$ cat src/rtl/core/mnee_pkg.sv
package mnee_pkg;

    localparam int unsigned NoteWidth   = 7;
    localparam int unsigned TpbWidth    = 16;
    localparam int unsigned MpbWidth    = 24;
    localparam int unsigned DeltaWidth  = 28;
    localparam int unsigned ClockWidth  = 32;
    localparam int unsigned ProdWidth   = DeltaWidth + MpbWidth;
    localparam int unsigned DivSteps    = ProdWidth;
    localparam int unsigned DivCntWidth = $clog2(DivSteps + 1);

    localparam logic [3:0] HdrByteCount   = 4'd10;
    localparam logic [3:0] TempoByteCount = 4'd3;

    localparam logic [7:0] ByteMetaFf  = 8'hff;
    localparam logic [7:0] ByteTempo   = 8'h51;
    localparam logic [7:0] ByteTlen    = 8'h03;
    localparam logic [7:0] ByteEot     = 8'h2f;
    localparam logic [7:0] ByteCtrlB0  = 8'hb0;
    localparam logic [7:0] ByteNoteOn0 = 8'h90;
    localparam logic [7:0] ByteNoteOn5 = 8'h95;
    localparam logic [7:0] ByteA4      = 8'h45;
    localparam logic [7:0] ByteZero    = 8'h00;
    localparam logic [7:0] ByteCont    = 8'h80;

    localparam logic [NoteWidth-1:0] NoteResetA = 7'd69;
    localparam logic [NoteWidth-1:0] NoteResetB = 7'd71;
    localparam logic [NoteWidth-1:0] NoteResetC = 7'd72;
    localparam logic [NoteWidth-1:0] NoteResetD = 7'd74;

    localparam logic [1:0] CfgNoteA = 2'd0;
    localparam logic [1:0] CfgNoteB = 2'd1;
    localparam logic [1:0] CfgNoteC = 2'd2;
    localparam logic [1:0] CfgNoteD = 2'd3;

    typedef enum logic [3:0] {
        PH_HDR,
        PH_HDRBYTES,
        PH_TRK,
        PH_TEMPO,
        PH_TEMPOVAL,
        PH_FIRST,
        PH_DELTA,
        PH_EXTRA,
        PH_NOTE,
        PH_VEL,
        PH_TLEN,
        PH_TVAL,
        PH_SKIP,
        PH_DIV,
        PH_DONE
    } phase_t;

    typedef struct packed {
        logic shift;
        logic load_tpb;
        logic mpb_shift;
        logic delta_clr;
        logic delta_shift;
        logic div_start;
        logic event_load;
        logic emit_note;
        logic emit_fin;
    } cmd_t;

    typedef struct packed {
        logic       out_busy;
        logic       hdr_tag;
        logic       trk_tag;
        logic       tempo_tag;
        logic       first_tag;
        logic       end_tag;
        logic       cont_bit;
        logic       ev_tempo;
        logic       ev_ctrl;
        logic       note_match;
        logic       div_done;
    } status_t;

endpackage

$ cat src/rtl/core/mnee_ctrl.sv
module mnee_ctrl (
    input  logic              aclk,
    input  logic              aresetn,
    input  logic              s_tvalid,
    output logic              s_tready,
    input  logic              s_tlast,
    input  mnee_pkg::status_t sts,
    output mnee_pkg::cmd_t    cmd
);

    mnee_pkg::phase_t state_reg, state_next;
    logic [3:0]       step_reg, step_next;
    logic             pend_reg, pend_next;
    logic             acc;
    logic [3:0]       step_inc;

    assign s_tready = (state_reg != mnee_pkg::PH_DIV) && !sts.out_busy;
    assign acc      = s_tvalid && s_tready;
    assign step_inc = step_reg + 4'd1;

    always_ff @(posedge aclk) begin
        if (!aresetn) begin
            state_reg <= mnee_pkg::PH_HDR;
            step_reg  <= '0;
            pend_reg  <= 1'b0;
        end else begin
            state_reg <= state_next;
            step_reg  <= step_next;
            pend_reg  <= pend_next;
        end
    end

    always_comb begin
        state_next = state_reg;
        step_next  = step_reg;
        pend_next  = pend_reg;
        cmd        = '0;
        if (state_reg == mnee_pkg::PH_DIV) begin
            if (sts.div_done) begin
                state_next = pend_reg ? mnee_pkg::PH_EXTRA : mnee_pkg::PH_NOTE;
            end
        end else if (acc && state_reg != mnee_pkg::PH_DONE) begin
            if (s_tlast) begin
                cmd.emit_fin = 1'b1;
                state_next   = mnee_pkg::PH_DONE;
            end else begin
                cmd.shift = 1'b1;
                unique case (state_reg)
                    mnee_pkg::PH_HDR: begin
                        if (sts.hdr_tag) begin
                            state_next = mnee_pkg::PH_HDRBYTES;
                            step_next  = '0;
                        end
                    end
                    mnee_pkg::PH_HDRBYTES: begin
                        step_next = step_inc;
                        if (step_inc >= mnee_pkg::HdrByteCount) begin
                            cmd.load_tpb = 1'b1;
                            if (sts.trk_tag && sts.tempo_tag) begin
                                state_next = mnee_pkg::PH_TEMPOVAL;
                                step_next  = '0;
                            end else if (sts.trk_tag) begin
                                state_next = mnee_pkg::PH_TEMPO;
                            end else begin
                                state_next = mnee_pkg::PH_TRK;
                            end
                        end
                    end
                    mnee_pkg::PH_TRK: begin
                        if (sts.trk_tag && sts.tempo_tag) begin
                            state_next = mnee_pkg::PH_TEMPOVAL;
                            step_next  = '0;
                        end else if (sts.trk_tag) begin
                            state_next = mnee_pkg::PH_TEMPO;
                        end
                    end
                    mnee_pkg::PH_TEMPO: begin
                        if (sts.tempo_tag) begin
                            state_next = mnee_pkg::PH_TEMPOVAL;
                            step_next  = '0;
                        end
                    end
                    mnee_pkg::PH_FIRST: begin
                        if (sts.first_tag) begin
                            state_next    = mnee_pkg::PH_DELTA;
                            cmd.delta_clr = 1'b1;
                        end
                    end
                    mnee_pkg::PH_TEMPOVAL, mnee_pkg::PH_TVAL: begin
                        cmd.mpb_shift = 1'b1;
                        step_next     = step_inc;
                        if (step_inc >= mnee_pkg::TempoByteCount) begin
                            if (state_reg == mnee_pkg::PH_TEMPOVAL) begin
                                if (sts.first_tag) begin
                                    state_next    = mnee_pkg::PH_DELTA;
                                    cmd.delta_clr = 1'b1;
                                end else begin
                                    state_next = mnee_pkg::PH_FIRST;
                                end
                            end else if (sts.end_tag) begin
                                cmd.emit_fin = 1'b1;
                                state_next   = mnee_pkg::PH_DONE;
                            end else begin
                                state_next    = mnee_pkg::PH_DELTA;
                                cmd.delta_clr = 1'b1;
                            end
                        end
                    end
                    mnee_pkg::PH_DELTA: begin
                        if (sts.cont_bit) begin
                            cmd.delta_shift = 1'b1;
                        end else begin
                            cmd.div_start = 1'b1;
                            state_next    = mnee_pkg::PH_DIV;
                        end
                    end
                    mnee_pkg::PH_EXTRA: begin
                        pend_next  = 1'b0;
                        state_next = mnee_pkg::PH_NOTE;
                    end
                    mnee_pkg::PH_NOTE: begin
                        cmd.event_load = 1'b1;
                        state_next     = mnee_pkg::PH_VEL;
                    end
                    mnee_pkg::PH_VEL: begin
                        priority if (sts.ev_tempo) begin
                            pend_next  = 1'b1;
                            state_next = mnee_pkg::PH_TLEN;
                        end else if (sts.ev_ctrl) begin
                            state_next = mnee_pkg::PH_SKIP;
                        end else if (sts.note_match) begin
                            cmd.emit_note = 1'b1;
                            cmd.delta_clr = 1'b1;
                            state_next    = mnee_pkg::PH_DELTA;
                        end else if (sts.end_tag) begin
                            cmd.emit_fin = 1'b1;
                            state_next   = mnee_pkg::PH_DONE;
                        end else begin
                            cmd.delta_clr = 1'b1;
                            state_next    = mnee_pkg::PH_DELTA;
                        end
                    end
                    mnee_pkg::PH_TLEN: begin
                        state_next = mnee_pkg::PH_TVAL;
                        step_next  = '0;
                    end
                    mnee_pkg::PH_SKIP: begin
                        pend_next = 1'b1;
                        if (sts.end_tag) begin
                            cmd.emit_fin = 1'b1;
                            state_next   = mnee_pkg::PH_DONE;
                        end else begin
                            cmd.delta_clr = 1'b1;
                            state_next    = mnee_pkg::PH_DELTA;
                        end
                    end
                    default: begin
                        state_next = mnee_pkg::PH_DONE;
                    end
                endcase
            end
        end
    end

    a_div_enters_wait: assert property (@(posedge aclk) disable iff (!aresetn)
        cmd.div_start |=> state_reg == mnee_pkg::PH_DIV)
        else $error("divide start did not enter wait");

    a_fin_to_done: assert property (@(posedge aclk) disable iff (!aresetn)
        cmd.emit_fin |=> state_reg == mnee_pkg::PH_DONE)
        else $error("finished result without end state");

    a_done_sticks: assert property (@(posedge aclk) disable iff (!aresetn)
        state_reg == mnee_pkg::PH_DONE |=> state_reg == mnee_pkg::PH_DONE)
        else $error("left end state");

    a_one_emit: assert property (@(posedge aclk) disable iff (!aresetn)
        !(cmd.emit_fin && cmd.emit_note))
        else $error("two results in one transfer");

endmodule

$ cat src/rtl/core/mnee_dpath.sv
module mnee_dpath (
    input  logic                              aclk,
    input  logic                              aresetn,
    input  logic [7:0]                        data_byte,
    input  logic                              cfg_wr_en,
    input  logic [1:0]                        cfg_index,
    input  logic [mnee_pkg::NoteWidth-1:0]    cfg_wr_data,
    input  mnee_pkg::cmd_t                    cmd,
    output mnee_pkg::status_t                 sts,
    output logic                              m_tvalid,
    input  logic                              m_tready,
    output logic [47:0]                       m_tdata,
    output logic                              m_tlast
);

    logic [7:0]                         win_reg [4];
    logic [mnee_pkg::NoteWidth-1:0]     note_reg [4];
    logic [mnee_pkg::TpbWidth-1:0]      tpb_reg;
    logic [mnee_pkg::MpbWidth-1:0]      mpb_reg;
    logic [mnee_pkg::DeltaWidth-1:0]    delta_reg, delta_next;
    logic [mnee_pkg::ClockWidth-1:0]    clock_reg;
    logic [7:0]                         event_reg;
    logic [mnee_pkg::ProdWidth-1:0]     dvd_reg;
    logic [mnee_pkg::TpbWidth-1:0]      rem_reg;
    logic [mnee_pkg::TpbWidth-1:0]      dvs_reg;
    logic [mnee_pkg::DivCntWidth-1:0]   cnt_reg;
    logic                               busy_reg;
    logic [mnee_pkg::TpbWidth:0]        trial;
    logic [mnee_pkg::TpbWidth:0]        diff;
    logic                               qbit;
    logic                               div_last;
    logic                               out_valid_reg;
    logic [1:0]                         light_reg;
    logic [mnee_pkg::ClockWidth-1:0]    time_reg;
    logic [7:0]                         strength_reg;
    logic                               fin_reg;
    logic [1:0]                         light_sel;
    logic [3:0]                         hit;

    assign delta_next = {delta_reg[mnee_pkg::DeltaWidth-8:0], data_byte[6:0]};

    assign hit[0] = event_reg == {1'b0, note_reg[0]};
    assign hit[1] = event_reg == {1'b0, note_reg[1]};
    assign hit[2] = event_reg == {1'b0, note_reg[2]};
    assign hit[3] = event_reg == {1'b0, note_reg[3]};

    always_comb begin
        priority if (hit[0]) begin
            light_sel = 2'd0;
        end else if (hit[1]) begin
            light_sel = 2'd1;
        end else if (hit[2]) begin
            light_sel = 2'd2;
        end else begin
            light_sel = 2'd3;
        end
    end

    // tags are checked on the window after the new byte
    always_comb begin
        sts.out_busy   = out_valid_reg && !m_tready;
        sts.hdr_tag    = win_reg[1] == "M" && win_reg[2] == "T" && win_reg[3] == "h"
                         && data_byte == "d";
        sts.trk_tag    = win_reg[1] == "M" && win_reg[2] == "T" && win_reg[3] == "r"
                         && data_byte == "k";
        sts.tempo_tag  = win_reg[2] == mnee_pkg::ByteMetaFf && win_reg[3] == mnee_pkg::ByteTempo
                         && data_byte == mnee_pkg::ByteTlen;
        sts.first_tag  = (win_reg[2] == mnee_pkg::ByteNoteOn0
                          || win_reg[2] == mnee_pkg::ByteNoteOn5)
                         && win_reg[3] == mnee_pkg::ByteA4 && data_byte == mnee_pkg::ByteZero;
        sts.end_tag    = win_reg[3] == mnee_pkg::ByteMetaFf && data_byte == mnee_pkg::ByteEot;
        sts.cont_bit   = (data_byte & mnee_pkg::ByteCont) != 8'd0;
        sts.ev_tempo   = event_reg == mnee_pkg::ByteMetaFf && data_byte == mnee_pkg::ByteTempo;
        sts.ev_ctrl    = event_reg == mnee_pkg::ByteCtrlB0;
        sts.note_match = |hit;
        sts.div_done   = div_last;
    end

    assign trial    = {rem_reg, dvd_reg[mnee_pkg::ProdWidth-1]};
    assign diff     = trial - {1'b0, dvs_reg};
    assign qbit     = trial >= {1'b0, dvs_reg};
    assign div_last = busy_reg && (cnt_reg == mnee_pkg::DivCntWidth'(mnee_pkg::DivSteps));

    always_ff @(posedge aclk) begin
        if (!aresetn) begin
            win_reg[0] <= '0;
            win_reg[1] <= '0;
            win_reg[2] <= '0;
            win_reg[3] <= '0;
            note_reg[0] <= mnee_pkg::NoteResetA;
            note_reg[1] <= mnee_pkg::NoteResetB;
            note_reg[2] <= mnee_pkg::NoteResetC;
            note_reg[3] <= mnee_pkg::NoteResetD;
            tpb_reg       <= '0;
            mpb_reg       <= '0;
            delta_reg     <= '0;
            clock_reg     <= '0;
            event_reg     <= '0;
            busy_reg      <= 1'b0;
            cnt_reg       <= '0;
            out_valid_reg <= 1'b0;
        end else begin
            if (cfg_wr_en) begin
                unique case (cfg_index)
                    mnee_pkg::CfgNoteA: note_reg[0] <= cfg_wr_data;
                    mnee_pkg::CfgNoteB: note_reg[1] <= cfg_wr_data;
                    mnee_pkg::CfgNoteC: note_reg[2] <= cfg_wr_data;
                    mnee_pkg::CfgNoteD: note_reg[3] <= cfg_wr_data;
                    default: ;
                endcase
            end
            if (cmd.shift) begin
                win_reg[0] <= win_reg[1];
                win_reg[1] <= win_reg[2];
                win_reg[2] <= win_reg[3];
                win_reg[3] <= data_byte;
            end
            if (cmd.load_tpb) begin
                tpb_reg <= {win_reg[3], data_byte};
            end
            if (cmd.mpb_shift) begin
                mpb_reg <= {mpb_reg[mnee_pkg::MpbWidth-9:0], data_byte};
            end
            if (cmd.delta_clr || cmd.div_start) begin
                delta_reg <= '0;
            end else if (cmd.delta_shift) begin
                delta_reg <= delta_next;
            end
            if (cmd.event_load) begin
                event_reg <= data_byte;
            end
            if (cmd.div_start) begin
                dvd_reg  <= delta_next * mpb_reg;
                rem_reg  <= '0;
                dvs_reg  <= (tpb_reg == '0) ? mnee_pkg::TpbWidth'(1) : tpb_reg;
                cnt_reg  <= '0;
                busy_reg <= 1'b1;
            end else if (div_last) begin
                clock_reg <= clock_reg + dvd_reg[mnee_pkg::ClockWidth-1:0];
                busy_reg  <= 1'b0;
            end else if (busy_reg) begin
                rem_reg <= qbit ? diff[mnee_pkg::TpbWidth-1:0] : trial[mnee_pkg::TpbWidth-1:0];
                dvd_reg <= {dvd_reg[mnee_pkg::ProdWidth-2:0], qbit};
                cnt_reg <= cnt_reg + 1'b1;
            end
            if (cmd.emit_note || cmd.emit_fin) begin
                out_valid_reg <= 1'b1;
            end else if (m_tready) begin
                out_valid_reg <= 1'b0;
            end
        end
    end

    always_ff @(posedge aclk) begin
        if (cmd.emit_note) begin
            light_reg    <= light_sel;
            time_reg     <= clock_reg;
            strength_reg <= data_byte;
            fin_reg      <= 1'b0;
        end else if (cmd.emit_fin) begin
            light_reg    <= '0;
            time_reg     <= clock_reg;
            strength_reg <= '0;
            fin_reg      <= 1'b1;
        end
    end

    assign m_tvalid = out_valid_reg;
    assign m_tdata  = {6'd0, strength_reg, time_reg, light_reg};
    assign m_tlast  = fin_reg;

endmodule

$ cat src/rtl/core/midi_note_event_extractor_unit.sv
// channel  | direction | tdata (low bit up)                       | tlast
// s_       | in        | data_byte[7:0]                           | end_of_input
// m_       | out       | light[1:0], event_time_us[33:2],         | finished
//          |           | strength[41:34], zero[47:42]             |
// cfg_     | in        | cfg_index selects note_light_a..d        | -
// One byte per cycle, except while the 52-step serial divider runs after a final delta-time byte.
// The result register decouples the sides; input also stalls while it is held full.
// Reset is synchronous, active low; clears all parse state and restores note numbers.
// After a finished result, further bytes are taken and dropped.
module midi_note_event_extractor_unit (
    input  logic        aclk,
    input  logic        aresetn,
    input  logic        s_tvalid,
    output logic        s_tready,
    input  logic [7:0]  s_tdata,   // data_byte
    input  logic        s_tlast,
    output logic        m_tvalid,
    input  logic        m_tready,
    output logic [47:0] m_tdata,   // light, event_time_us, strength
    output logic        m_tlast,
    input  logic        cfg_wr_en,
    input  logic [1:0]  cfg_index,
    input  logic [6:0]  cfg_wr_data
);

    mnee_pkg::cmd_t    cmd;
    mnee_pkg::status_t sts;

    mnee_ctrl u_ctrl (
        .aclk     (aclk),
        .aresetn  (aresetn),
        .s_tvalid (s_tvalid),
        .s_tready (s_tready),
        .s_tlast  (s_tlast),
        .sts      (sts),
        .cmd      (cmd)
    );

    mnee_dpath u_dpath (
        .aclk        (aclk),
        .aresetn     (aresetn),
        .data_byte   (s_tdata),
        .cfg_wr_en   (cfg_wr_en),
        .cfg_index   (cfg_index),
        .cfg_wr_data (cfg_wr_data),
        .cmd         (cmd),
        .sts         (sts),
        .m_tvalid    (m_tvalid),
        .m_tready    (m_tready),
        .m_tdata     (m_tdata),
        .m_tlast     (m_tlast)
    );

endmodule

$ cat config.mk
export PLATFORM = sky130hd
export DESIGN_NAME = midi_note_event_extractor_unit
export DESIGN_NICKNAME = d
export VERILOG_FILES = /design/src/rtl/core/mnee_pkg.sv /design/src/rtl/core/mnee_ctrl.sv /design/src/rtl/core/mnee_dpath.sv /design/src/rtl/core/midi_note_event_extractor_unit.sv
export SDC_FILE = /design/constraint.sdc
export NUM_CORES = 2
export LEC_CHECK = 0
export ABC_AREA = 1
export BUFFER_PORTS_ARGS = -buffer_cell sky130_fd_sc_hd__clkbuf_2
export CAP_MARGIN = 20
export CORE_UTILIZATION = 45
export DETAILED_ROUTE_END_ITERATION = 6
export PLACE_DENSITY = 0.7
export SYNTH_ARGS = -nofsm -noshare
export SYNTH_HDL_FRONTEND = slang
export SYNTH_SLANG_ARGS = --single-unit
$ cat constraint.sdc
create_clock -name aclk -period 15.09 [get_ports aclk]
set_clock_uncertainty 0.1 [all_clocks]
set_input_delay 1.509 -clock aclk [delete_from_list [all_inputs] [get_ports aclk]]
set_output_delay 1.509 -clock aclk [all_outputs]
set_load 0.01 [all_outputs]
==> flow_metrics.tcl <==
set metrics [dict create \
    status "complete, no violations" \
    crit_type "input port to flop" \
    synth_fa_ha_area_share_pct 37.23 \
    place_ws_ps 7007 \
    netlist_area_sq_um 38490 \
    cp.required_ps 15320 \
    io_pins 74 \
    min_from "u_dpath.clock_reg[2]" \
    portBuffers 67 \
    dieArea_sq_um 86700 \
    dp.cells 6032 \
    syn_avg_cell_area_sq_um 7.693 \
    wl_mm 106.3 \
    rows 106 \
    routed_via_density 5.176 \
    antennaDiodeCount 0 \
    cts_max_level 2 \
    synthArstFlopShare_pct 0 \
    seq_area_frac_synth_pct 20.08 \
    crit_path_end_kind "flop" \
    start_util_pct 45.77 \
    die_w_um 294.5 \
    setup_ws_ps 7492 \
    post-route-period-util_pct 50.35 \
    drv_slew 0 \
    die_h_um 294.5 \
    fin_util_pct 48.74 \
    critPathMaxFanout 28 \
    antenna_left 0 \
    setup_viol 0 \
    tns_ps 0 \
    yosys.area_share.simple_pct 19.38 \
    place_hpwl_mm 80.27 \
    numCtsBuffers 37 \
    yosys_register_bits 297 \
    synth_top_family_by_area "adder cells" \
    grt_max_degree 75 \
    synth-compound-area-share_pct 6.586 \
    worst_slew_pin_slew_ps 1043 \
    fmax_mhz 131.6 \
    min_period_ps 7598 \
    irDropWorstVdd_uv 69.52 \
    synth-main-ff-cell "edfxtp_1" \
    grt_pass1_wl_mm 170.7 \
    holdBufCountCts 0 \
    nNetsFinal 5764 \
    whs_ps 356.7 \
    min_path_type "flop to flop" \
    clock_latency_ps 610 \
    p_leak_nw 22.13 \
    worst_ep_arrival_time_ps 7830 \
    max_slew_margin_pct 30.25 \
    cts-root-buf "clkbuf_16" \
    synth_xor_area_share_pct 1.138 \
    drt_iter0_markers 2744 \
    grt_usage_pct 25.22 \
    gp_congestion 0.9824 \
    synth_edf_count 178 \
    yosysWarnings 0 \
    reg2reg_from "u_dpath.mpb_reg[8]" \
    areaGrowthSynthToFinish_pct 6.486 \
    fp.coreArea_sq_um 84090 \
    cts_resized 0 \
    yosys.cell_types.count 57 \
    finalNonFillerCells 6101 \
    cap_violations 0 \
    synth_mux_area_share_pct 0.4681 \
    critical_path.startpoint "s_tdata[4]" \
    clk_pin_slew_ps 60 \
    design_area_sq_um 40980 \
    gr-total-overflow 0 \
    power_density_nw_per_um2 50.95 \
    dpl_cell_area_sq_um 39710 \
    antenna_found_initial 0 \
    drt_first_pass_iters 7 \
    drc_errors 0 \
    syn_inst 5003 \
    layout-drive-gt1-share_pct 4.933 \
    cts_buffer_depth 3 \
    power.total_mw 2.088 \
    cts_sinks 297 \
    vias 31580 \
    rsz0062_at_grt "no" \
    startpoint_type "input port" \
    wire_per_inst_um 17.42 \
    largest_register_ffs 52 \
    cts_tree "done" \
    cts_setup_buffers 0 \
    hold_viol_final 0 \
    grt_pass1_vias 31850 \
]
[cells in the mapped netlist (all sizes together) (4+ instances only)]
| library cell | n | share of area, % |
|---|---|---|
| inv | 1301 | 13 |
| nand2 | 1237 | 12 |
| fa | 572 | 30 |
| nor2 | 393 | 4.0 |
| ha | 230 | 7.5 |
| o21ai | 204 | 2.7 |
| a21oi | 181 | 2.4 |
| edfxtp | 178 | 14 |
| clkbuf | 164 | 1.6 |
| dfxtp | 119 | 6.2 |
| nand3 | 114 | 1.5 |
| buf | 59 | 0.80 |
| nand4 | 41 | 0.67 |
| nor3 | 38 | 0.52 |
| xnor2 | 28 | 0.64 |
| xor2 | 22 | 0.50 |
| a21o | 18 | 0.35 |
| a31oi | 14 | 0.23 |
| mux2 | 14 | 0.47 |
| o21bai | 13 | 0.25 |
| nor4 | 10 | 0.24 |
| or2 | 8 | 0.14 |
| a211oi | 7 | 0.19 |
| a21boi | 6 | 0.12 |
| nand3b | 6 | 0.12 |
| o21a | 5 | 0.098 |
| o211ai | 4 | 0.13 |
[path summary, 6_finish.rpt]
kind	end	slack, ps	depth (start not counted)
hold reg to reg	u_dpath.time_reg[2]	360	0
hold / removal	u_dpath.time_reg[2]	360	0
setup / recovery	u_dpath.dvd_reg[51]	7490	24
setup reg to reg	u_dpath.dvd_reg[47]	7720	24
[critical path: stages]
cell and delay (ps):
clkbuf_2 710, nand2_1 150, fa_1 500, fa_1 500
inv_1 60, fa_1 480, ha_1 220, fa_1 490
inv_1 60, fa_1 490, fa_1 510, inv_1 50
ha_1 330, nand2_1 100, o21ai_0 310, a21oi_1 150
o21ai_0 520, nand2_1 100, nand2_1 180, nand2_1 110
nand2_1 80, nand2_1 50, nand3_1 90, nand2_1 60
[cell usage in the layout, fill, tap and decap left out, drive strengths merged, types with 8 or more instances in the layout]
cell type	count
nand3	114
clkbuf	114
nand4	41
fa	572
nor4	10
a21o	18
a31oi	14
o21bai	13
xnor2	28
ha	230
nor2	393
or2	8
buf	47
clkinv	13
o21ai	204
inv	1308
a21oi	181
edfxtp	178
dfxtp	119
xor2	22
mux2	14
nand2	1237
nor3	38
[report_power, final]
group          switching (mW)  leakage [nW]  total, mW  internal (mW)
sequential             0.0313          2.68      0.907          0.876
combinational           0.172          18.8      0.251         0.0784
clock                   0.392         0.618      0.931          0.539
total                   0.596          22.1       2.09           1.49
[routing by layer]
metal  global-route usage (%)  part of all wire, %  vias up
met5                        0                    0        -
met4                    8.257                  3.0        0
met3                    3.755                  8.5      231
met2                    41.58                   46     1301
met1                    33.95                   42    15400
li1                         -                    -    14650
[area by class of cell]
type                    instances  area [sq um]
fillers                      8245         43100
clock buffers                  46          1011
clock inverters                21         249.0
flip-flops and latches        297          7741
inverters                    1304          4895
repair buffers                115         704.4
well taps                    1134          1419
multi-input cells            3184         24960
[cells by family (layout without fill, tap and decap cells)]
logic type,count (synthesis),in the layout
flops,297,297
buf+inv,1527,1486
xor+xnor,50,50
simple gates,1851,1851
compound gates,461,461
mux,14,14
fa+ha+maj,802,802
other cells,1,6
No activity file was read; power rests on OpenSTA's default activity.
